`config.mk`:
```
export PLATFORM = sky130hd
export DESIGN_NAME = stream_find_replace_top
export DESIGN_NICKNAME = d
export VERILOG_FILES = /design/src/rtl/sfr_pkg.sv /design/src/rtl/stream_find_replace_top.sv
export SDC_FILE = /design/constraint.sdc
export NUM_CORES = 1
export LEC_CHECK = 0
export BUFFER_PORTS_ARGS = -buffer_cell sky130_fd_sc_hd__clkbuf_2
export CAP_MARGIN = 20
export CORE_ASPECT_RATIO = 0.8
export CORE_MARGIN = 3
export CORE_UTILIZATION = 55
export CTS_CLUSTER_SIZE = 30
export DETAILED_ROUTE_END_ITERATION = 16
export GPL_TIMING_DRIVEN = 0
export MAX_ROUTING_LAYER = met4
export PLACE_DENSITY = 0.8
export SKIP_CTS_REPAIR_TIMING = 1
export SLEW_MARGIN = 20
export SYNTH_ARGS = -nofsm -noshare
export SYNTH_HDL_FRONTEND = slang
export SYNTH_SLANG_ARGS = --single-unit
```
`constraint.sdc`:
```
create_clock -name aclk -period 8.55 [get_ports aclk]
set_input_delay 1.71 -clock aclk [delete_from_list [all_inputs] [get_ports aclk]]
set_output_delay 1.71 -clock aclk [all_outputs]
set_load 0.01 [all_outputs]
```
`src/rtl/sfr_pkg.sv`:
```
`timescale 1ns / 1ps
// ----------------------------------------------------------------------------
// sfr_pkg
// Shared constants for the streaming find-and-replace block: string limits,
// the newline code and the configuration register indexes.
// ----------------------------------------------------------------------------
package sfr_pkg;

    localparam int MAX_STRING_LEN_DEF = 8;

    localparam int BYTE_W     = 8;
    localparam int STR_W      = 64;
    localparam int LEN_W      = 4;
    localparam int CFG_IDX_W  = 4;
    localparam int CFG_DATA_W = 64;

    localparam logic [BYTE_W-1:0] NEWLINE_BYTE = 8'd10;

    localparam logic [CFG_IDX_W-1:0] REG_TARGET_BYTES  = 4'd0;
    localparam logic [CFG_IDX_W-1:0] REG_TARGET_LEN    = 4'd1;
    localparam logic [CFG_IDX_W-1:0] REG_REPLACE_BYTES = 4'd2;
    localparam logic [CFG_IDX_W-1:0] REG_REPLACE_LEN   = 4'd3;

endpackage

```
`src/rtl/stream_find_replace_top.sv`:
```
`timescale 1ns / 1ps
// ----------------------------------------------------------------------------
// stream_find_replace_top
// Streaming find-and-replace over a byte stream, one byte per input beat.
// ----------------------------------------------------------------------------
// Usage:
//   s_* channel: one text byte per beat, or an end-of-input beat that flushes
//   the pending bytes and closes an open line with a newline.
//   m_* channel: one output byte per beat; m_last_of_run marks the final byte
//   that one input beat produced. An input beat may produce no output beat.
//   cfg_* channel: writes target/replacement strings and lengths; write only
//   while the block is idle. cfg_ready is always high.
// Sequencing:
//   One input beat at a time. The sequencer takes the beat; for a text byte
//   it runs the scan loop (one prefix check, plus one per byte dropped as a
//   literal) and emits any replacement bytes; for a newline or end of input
//   it emits the flushed bytes; each beat ends in a closing state. Stalls
//   hold the sequencer. A single compare unit checks the pending buffer.
//   Output leaves through a one-byte hold stage and an output register: an
//   emitted byte waits in the hold stage until the next emitted byte or the
//   closing state moves it to the output register.
// Reset: pending buffer empty, line closed, target and replacement of length
//   one holding byte zero. When the receiver stalls, the sequencer holds at
//   the next byte it needs to emit; s_ready stays low until the beat is done.
// ----------------------------------------------------------------------------
module stream_find_replace_top #(
    parameter int MAX_STRING_LEN = sfr_pkg::MAX_STRING_LEN_DEF
) (
    input  logic                             aclk,
    input  logic                             aresetn,

    input  logic                             s_valid,
    output logic                             s_ready,
    input  logic [sfr_pkg::BYTE_W-1:0]       s_data_byte,
    input  logic                             s_end_of_input,

    output logic                             m_valid,
    input  logic                             m_ready,
    output logic [sfr_pkg::BYTE_W-1:0]       m_out_byte,
    output logic                             m_last_of_run,

    input  logic                             cfg_valid,
    output logic                             cfg_ready,
    input  logic [sfr_pkg::CFG_IDX_W-1:0]    cfg_index,
    input  logic [sfr_pkg::CFG_DATA_W-1:0]   cfg_data
);

    localparam int CNT_W = $clog2(MAX_STRING_LEN + 1);
    localparam int IDX_W = (MAX_STRING_LEN > 1) ? $clog2(MAX_STRING_LEN) : 1;
    localparam int BW    = sfr_pkg::BYTE_W;

    localparam logic [2:0] ST_IDLE  = 3'd0;
    localparam logic [2:0] ST_SCAN  = 3'd1;
    localparam logic [2:0] ST_REPL  = 3'd2;
    localparam logic [2:0] ST_FLUSH = 3'd3;
    localparam logic [2:0] ST_DONE  = 3'd4;

    // configuration
    logic [sfr_pkg::STR_W-1:0] target_bytes_reg;
    logic [sfr_pkg::LEN_W-1:0] target_len_reg;
    logic [sfr_pkg::STR_W-1:0] replace_bytes_reg;
    logic [sfr_pkg::LEN_W-1:0] replace_len_reg;

    // sequencer and stream state
    logic [2:0]        state_reg,     state_next;
    logic [CNT_W-1:0]  cnt_reg,       cnt_next;
    logic [IDX_W-1:0]  rep_idx_reg,   rep_idx_next;
    logic              line_open_reg, line_open_next;
    logic              is_nl_reg,     is_nl_next;
    logic [BW-1:0]     buf_reg [MAX_STRING_LEN];

    // hold stage and output register
    logic              hold_valid_reg, hold_valid_next;
    logic [BW-1:0]     hold_byte_reg,  hold_byte_next;
    logic              out_valid_reg,  out_valid_next;
    logic [BW-1:0]     out_byte_reg,   out_byte_next;
    logic              out_last_reg,   out_last_next;

    logic [CNT_W-1:0]  tlen;
    logic [CNT_W-1:0]  rlen;
    logic              match_ok;
    logic              slot_free;
    logic              emit_ok;
    logic              emit;
    logic [BW-1:0]     emit_byte;
    logic              shift;
    logic              load;

    assign cfg_ready     = 1'b1;
    assign s_ready       = (state_reg == ST_IDLE);
    assign m_valid       = out_valid_reg;
    assign m_out_byte    = out_byte_reg;
    assign m_last_of_run = out_last_reg;

    always_ff @(posedge aclk) begin
        if (!aresetn) begin
            target_bytes_reg  <= '0;
            target_len_reg    <= sfr_pkg::LEN_W'(1);
            replace_bytes_reg <= '0;
            replace_len_reg   <= sfr_pkg::LEN_W'(1);
        end else if (cfg_valid && cfg_ready) begin
            case (cfg_index)
                sfr_pkg::REG_TARGET_BYTES:  target_bytes_reg  <= cfg_data;
                sfr_pkg::REG_TARGET_LEN:    target_len_reg    <= cfg_data[sfr_pkg::LEN_W-1:0];
                sfr_pkg::REG_REPLACE_BYTES: replace_bytes_reg <= cfg_data;
                sfr_pkg::REG_REPLACE_LEN:   replace_len_reg   <= cfg_data[sfr_pkg::LEN_W-1:0];
                default: ;
            endcase
        end
    end

    // clamp lengths into 1..MAX_STRING_LEN
    always_comb begin
        if (target_len_reg == '0) begin
            tlen = CNT_W'(1);
        end else if (target_len_reg > sfr_pkg::LEN_W'(MAX_STRING_LEN)) begin
            tlen = CNT_W'(MAX_STRING_LEN);
        end else begin
            tlen = CNT_W'(target_len_reg);
        end
        if (replace_len_reg == '0) begin
            rlen = CNT_W'(1);
        end else if (replace_len_reg > sfr_pkg::LEN_W'(MAX_STRING_LEN)) begin
            rlen = CNT_W'(MAX_STRING_LEN);
        end else begin
            rlen = CNT_W'(replace_len_reg);
        end
    end

    // prefix check: the buffered bytes must be the start of the target
    always_comb begin
        match_ok = (cnt_reg <= tlen);
        for (int i = 0; i < MAX_STRING_LEN; i++) begin
            if ((CNT_W'(i) < cnt_reg) && (buf_reg[i] != target_bytes_reg[i*BW +: BW])) begin
                match_ok = 1'b0;
            end
        end
    end

    assign slot_free = !out_valid_reg || m_ready;
    assign emit_ok   = !hold_valid_reg || slot_free;

    always_comb begin
        state_next     = state_reg;
        cnt_next       = cnt_reg;
        rep_idx_next   = rep_idx_reg;
        line_open_next = line_open_reg;
        is_nl_next     = is_nl_reg;
        hold_valid_next = hold_valid_reg;
        hold_byte_next = hold_byte_reg;
        out_valid_next = out_valid_reg && !m_ready;
        out_byte_next  = out_byte_reg;
        out_last_next  = out_last_reg;
        emit           = 1'b0;
        emit_byte      = '0;
        shift          = 1'b0;
        load           = 1'b0;

        case (state_reg)
            ST_IDLE: begin
                if (s_valid) begin
                    if (s_end_of_input) begin
                        is_nl_next = 1'b0;
                        state_next = ST_FLUSH;
                    end else if (s_data_byte == sfr_pkg::NEWLINE_BYTE) begin
                        is_nl_next = 1'b1;
                        state_next = ST_FLUSH;
                    end else begin
                        load           = 1'b1;
                        cnt_next       = cnt_reg + CNT_W'(1);
                        line_open_next = 1'b1;
                        state_next     = ST_SCAN;
                    end
                end
            end
            ST_SCAN: begin
                if (!match_ok) begin
                    // drop the oldest byte as a literal and check again
                    if (emit_ok) begin
                        emit      = 1'b1;
                        emit_byte = buf_reg[0];
                        shift     = 1'b1;
                        cnt_next  = cnt_reg - CNT_W'(1);
                    end
                end else if (cnt_reg == tlen) begin
                    cnt_next     = '0;
                    rep_idx_next = '0;
                    state_next   = ST_REPL;
                end else begin
                    state_next = ST_DONE;
                end
            end
            ST_REPL: begin
                if (emit_ok) begin
                    emit      = 1'b1;
                    emit_byte = replace_bytes_reg[{rep_idx_reg, 3'b000} +: BW];
                    if (CNT_W'(rep_idx_reg) == rlen - CNT_W'(1)) begin
                        state_next = ST_DONE;
                    end else begin
                        rep_idx_next = rep_idx_reg + IDX_W'(1);
                    end
                end
            end
            ST_FLUSH: begin
                if (cnt_reg != '0) begin
                    if (emit_ok) begin
                        emit      = 1'b1;
                        emit_byte = buf_reg[0];
                        shift     = 1'b1;
                        cnt_next  = cnt_reg - CNT_W'(1);
                    end
                end else if (is_nl_reg || line_open_reg) begin
                    if (emit_ok) begin
                        emit           = 1'b1;
                        emit_byte      = sfr_pkg::NEWLINE_BYTE;
                        line_open_next = 1'b0;
                        state_next     = ST_DONE;
                    end
                end else begin
                    state_next = ST_DONE;
                end
            end
            ST_DONE: begin
                // release the held byte as the last of this run
                if (!hold_valid_reg) begin
                    state_next = ST_IDLE;
                end else if (slot_free) begin
                    out_valid_next  = 1'b1;
                    out_byte_next   = hold_byte_reg;
                    out_last_next   = 1'b1;
                    hold_valid_next = 1'b0;
                    state_next      = ST_IDLE;
                end
            end
            default: begin
                state_next = ST_IDLE;
            end
        endcase

        // a new byte pushes the held one out, not last
        if (emit) begin
            if (hold_valid_reg) begin
                out_valid_next = 1'b1;
                out_byte_next  = hold_byte_reg;
                out_last_next  = 1'b0;
            end
            hold_valid_next = 1'b1;
            hold_byte_next  = emit_byte;
        end
    end

    always_ff @(posedge aclk) begin
        if (!aresetn) begin
            state_reg      <= ST_IDLE;
            cnt_reg        <= '0;
            rep_idx_reg    <= '0;
            line_open_reg  <= 1'b0;
            is_nl_reg      <= 1'b0;
            hold_valid_reg <= 1'b0;
            out_valid_reg  <= 1'b0;
        end else begin
            state_reg      <= state_next;
            cnt_reg        <= cnt_next;
            rep_idx_reg    <= rep_idx_next;
            line_open_reg  <= line_open_next;
            is_nl_reg      <= is_nl_next;
            hold_valid_reg <= hold_valid_next;
            out_valid_reg  <= out_valid_next;
        end
    end

    always_ff @(posedge aclk) begin
        hold_byte_reg <= hold_byte_next;
        out_byte_reg  <= out_byte_next;
        out_last_reg  <= out_last_next;
    end

    // pending buffer, oldest byte at entry 0
    always_ff @(posedge aclk) begin
        if (load) begin
            buf_reg[cnt_reg[IDX_W-1:0]] <= s_data_byte;
        end else if (shift) begin
            for (int i = 0; i < MAX_STRING_LEN - 1; i++) begin
                buf_reg[i] <= buf_reg[i+1];
            end
        end
    end

    a_cnt_range: assert property (@(posedge aclk) disable iff (!aresetn)
        cnt_reg <= CNT_W'(MAX_STRING_LEN))
        else $error("pending count above buffer depth");

    a_idle_room: assert property (@(posedge aclk) disable iff (!aresetn)
        (state_reg == ST_IDLE) |-> (cnt_reg < CNT_W'(MAX_STRING_LEN)))
        else $error("no room for a new byte while idle");

    a_idle_no_hold: assert property (@(posedge aclk) disable iff (!aresetn)
        (state_reg == ST_IDLE) |-> !hold_valid_reg)
        else $error("held byte left behind at end of run");

    a_rep_idx: assert property (@(posedge aclk) disable iff (!aresetn)
        (state_reg == ST_REPL) |-> (CNT_W'(rep_idx_reg) < rlen))
        else $error("replacement index past length");

    a_out_from_hold: assert property (@(posedge aclk) disable iff (!aresetn)
        $rose(out_valid_reg) |-> $past(hold_valid_reg))
        else $error("output beat without a held byte");

endmodule

```
* Yosys cells after proc, flatten, opt, wreduce, memory -nomap -nowiden *
Memory sizes are Yosys's and may differ from the RTL's.
Cells that the tools add are included.
Widths: inputs -> output; s select.

storage, ports and cells
  bits in registers = 167
  latch bits = 0
  bits in writable memories = 64
  ROM bits = 0
  input bits = 82
  output and inout port bits = 12
  word-level logic and storage cells = 191
  memories kept = 1

operators by class
  $add $sub $neg = 4
  multipliers = 0
  divide/modulo/power cells = 0
  order comparisons = 11
  equality and inequality tests = 33
  shift-type cells = 1
  mux-type cells = 92
  bitwise logic cells = 0
  reduce and logical (&&, ||, !) cells = 35

memories
  name     words  bits a word  read ports  clocked after Yosys merged registers in  wr ports  line                           text
  buf_reg  8      8            8           0                                        7         stream_find_replace_top.sv:70  logic [BW-1:0] buf_reg [MAX_STRING_LEN];

operator list
  operator             count
  $mux 8               10
  $ne 8x8->1           8
  $shiftx 64x7->8      1
  $mux 4               13
  $mux 1               45
  $mux 3               15
  $ne 2x2->1 const B   12
  $pmux 8 s3           1
  $lt 3x4->1 const A   4
  $pmux 3 s5           1
  $reduce_and 7->1     2
  $logic_not 4->1      3
  $pmux 4 s3           1
  $logic_and 1x1->1    9
  $ne 3x3->1 const B   3
  $eq 4x2->1 const B   2
  $eq 8x4->1 const B   1
  $gt 4x4->1 const B   2
  $lt 1x4->1 const A   2
  $lt 2x4->1 const A   2
  $reduce_and 2->1     4
  $reduce_bool 2->1    4
  $reduce_or 8->1      1
  $sub 4x1->4 const B  2
  21 further kinds     28

* Logic depth before layout (Yosys ltp) *
  depth in word-level cells = 19
  mapped depth = 12
  depth with buffers taken out = 11

* Worst setup path before layout *
No wires, ideal clock.

  path type = input -> register
  start point = in s_data_byte[3] (netlist bit)
  end point = mem buf_reg[5][5] (netlist bit) (data pin)
  setup time = 0.262 ns
  arrival time = 3.385 ns
  path slack = 4.903 ns
  stages on the path = 8
  path buffers = 1
  cells stage by stage = nor4bb_1 a21oi_1 a32oi_1 nor2_1 o31ai_4 nor2_2 buf_4 mux2_4

RTL lines
  item         line                           text
  from (decl)  stream_find_replace_top.sv:34  input logic [sfr_pkg::BYTE_W-1:0] s_data_byte,
  to (decl)    stream_find_replace_top.sv:70

==> results.ini <==
[timing]
slew_headroom_pct = 35.51
setup_tns_ps = 0
setup_violations = 0
fmax_mhz = 247.1
worstMarginPinSlew_ps = 967.4
rsz0062_at_grt = no
skew_ps = 12.70
finalCritPeriodShare_pct = 47.34
hold_violations = 0
min_period_ps = 4047
slew_violations = 0

[clock_network]
clock-sinks = 231
cts_made_buffers = 23
cts.root.buffer_cell = clkbuf_16
cts_tree = built
clk_pin_slew_ps = 60
h-tree-depth = 1
clock_path_buffers = 3
clock_latency_ps = 510

[setup_path]
required_ps = 8800
cp.buffers_inverters = 2
worstPathCellList = clkbuf_2 > nor4bb_1 > a21oi_1 > a32oi_1 > nor2_1 > o31ai_4 > nor2_2 > buf_4 > mux2_4
timing.setup.critical_path_class = input pin to register
worst_path_largest_cell_delay_ps = 510
arrival_ps = 4300
path_delay_family = simple AND/OR/NAND/NOR gates
critical_path.slowest_cell = nor2_2
start_kind = input pin
worstPathMaxFanout = 10
end_kind = register

[route]
drtAntennaViolNets = 0
first_iter_violations = 1061
finalWirelength_mm = 30.34
via_per_inst = 5.912
first_pass_iters = 5
post-route-drc-count = 0
wl_per_cell_um = 20.92
vias = 8573

[power_and_ir_drop]
net-switching-power_mw = 0.6393
p_int_mw = 1.893
vdd_drop_max_mv = 0.1375
clkPwrFrac_pct = 39.8
share_comb_of_total_power_pct = 12.2
total_leakage_power_nw = 4.429
p_per_area_nw_per_um2 = 207.1
design_power_total_mw = 2.533
switching_share_pct = 25.24
pwr-share-seq_pct = 48.0

[floorplan]
io_pins = 94
fp.dieH_um = 130.6
die_w_um = 161.8
start_util_pct = 57.37
core_region_area_um2 = 18610
rows = 44
dieArea_um2 = 21130

[global_routing]
grt_first_pass_wirelength_mm = 45.45
grt_use_total_pct = 29.11
grt_antenna_before_repair = 1
grt_max_degree = 15
grt-ovfl-total = 0
grt_pass1_vias = 7909

[finish]
diodes = 0
final_cell_mix = nand2_1 (285), dfxtp_1 (150), a21oi_1 (143)
drive_gt1_share_pct = 18.46
design.final.nets = 1273
area_growth_syn_to_layout_pct = 14.55
final_common_cell = nand2_1

[synth]
seq_area_frac_synth_pct = 50.91
syn_inst = 1064
syn_area_um2 = 10680
synth_cell_types = 55
syn_avg_cell_area_um2 = 10.03
synth_edf_count = 81
synth_ff_type = dfxtp_1
synth_warnings = 0
ys_async_sr_fraction_pct = 0
synth_nets = 1155
ys_ff_latch = 231

[flow_run]
drv_cap = 0

[status]
status = completed

[placement]
dp_hpwl_mm = 22.69
gp_congestion = 0.9716
io_buffers = 91

[min_path]
hold_path.class = register to register

[cells in the mapped netlist, types with 3 or more instances]
cell type,number,area share (%)
a21oi_1,143,6.7
o22ai_1,7,0.41
nand3_1,7,0.33
nand2b_1,8,0.47
inv_1,11,0.39
nor2b_1,3,0.18
or3_1,4,0.23
xnor2_1,12,0.98
nor3_1,5,0.23
o21ai_0,13,0.61
dfxtp_1,150,28
a211oi_1,4,0.28
mux4_2,16,3.4
nand4_1,4,0.23
buf_6,5,0.53
mux2_2,4,0.42
or4_1,4,0.28
nor4_1,16,0.94
xor2_1,57,4.7
mux2_4,54,7.6
nand2_1,285,10
o21bai_1,4,0.28
mux2i_1,15,1.4
and2_1,11,0.64
o31ai_1,3,0.21
edfxtp_1,81,23
o2bb2ai_1,7,0.57
nor2_1,30,1.1
a32oi_1,3,0.25
o21a_1,3,0.21
ha_1,9,1.1
a221o_1,3,0.28
clkbuf_1,53,1.9
[worst min-delay path: cells and delay by family, from the launching register on]
kind | cells | cell delay, ps
AO/OA/AOI/OAI | 1 | 50
AND/OR/NAND/NOR | 1 | 50
flip-flops | 1 | 310
[per-layer routing]
metal | GRT usage, % | share of wire [%] | up-vias
li1 | - | - | 3931
met1 | 41.63 | 44 | 4135
met2 | 45.05 | 45 | 448
met3 | 3.687 | 9.4 | 59
met4 | 6.369 | 2.2 | 0
met5 | - | 0 | -
[power by group through the flow]
| stage | clock network, mW | registers (mW) | logic [mW] |
|---|---|---|---|
| 2_1_floorplan | 0 | 1.23 | 0.201 |
| 4_1_cts | 1.01 | 1.22 | 0.302 |
| 5_1_grt | 1.06 | 1.22 | 0.334 |
| 3_5_place_dp | 0 | 1.24 | 0.301 |
| 6_report | 1.01 | 1.22 | 0.309 |
| 3_3_place_gp | 0 | 1.24 | 0.294 |
[metrics by stage]
stage	setup WS (ps)	std cells	util [%]	cell area, µm²	hold WS [ps]
2_1_floorplan	4903	1064	-	10680	433.1
3_3_place_gp	4043	1408	61.52	11450	439.5
3_5_place_dp	4053	1410	61.69	11480	446.5
4_1_cts	4580	1450	65.67	12220	454.7
5_1_grt	4442	1450	65.71	12230	476.4
6_report	4503	1450	65.71	12230	455.6
[logic make-up (layout without fill, tap and decap cells)]
group / count (synthesis) / count (layout) / synth area share [%]
xor gates and xnor gates: 69 / 69 / 5.661
DFF: 231 / 231 / 50.91
AOI/OAI and AO/OA: 207 / 207 / 11.29
muxes: 89 / 89 / 12.80
other: 1 / 1 / 0.03513
and+or+nand+nor: 383 / 383 / 15.17
adders and majority gates: 9 / 9 / 1.055
buffers and inverters: 75 / 208 / 3.082
[worst paths after layout]
path                              start                    end  slack [ps]  cells after the start
hold reg to reg   replace_bytes_reg[55]  replace_bytes_reg[55]         460                      2
hold / removal    replace_bytes_reg[55]  replace_bytes_reg[55]         460                      2
setup / recovery         s_data_byte[1]          buf_reg[7][6]        4500                      9
setup reg to reg          buf_reg[1][5]          buf_reg[7][6]        4780                      9
[layout make-up]
class | instances | area [µm²]
inverter | 12 | 45.04
tap | 253 | 316.6
buffer | 63 | 284.0
multi-input combinational | 758 | 4936
timing repair buffer | 93 | 470.5
fill | 1549 | 6380
clock inverter | 8 | 91.34
sequential | 231 | 5435
clock buffer | 32 | 649.4
No activity file was read; power rests on OpenSTA's default activity.
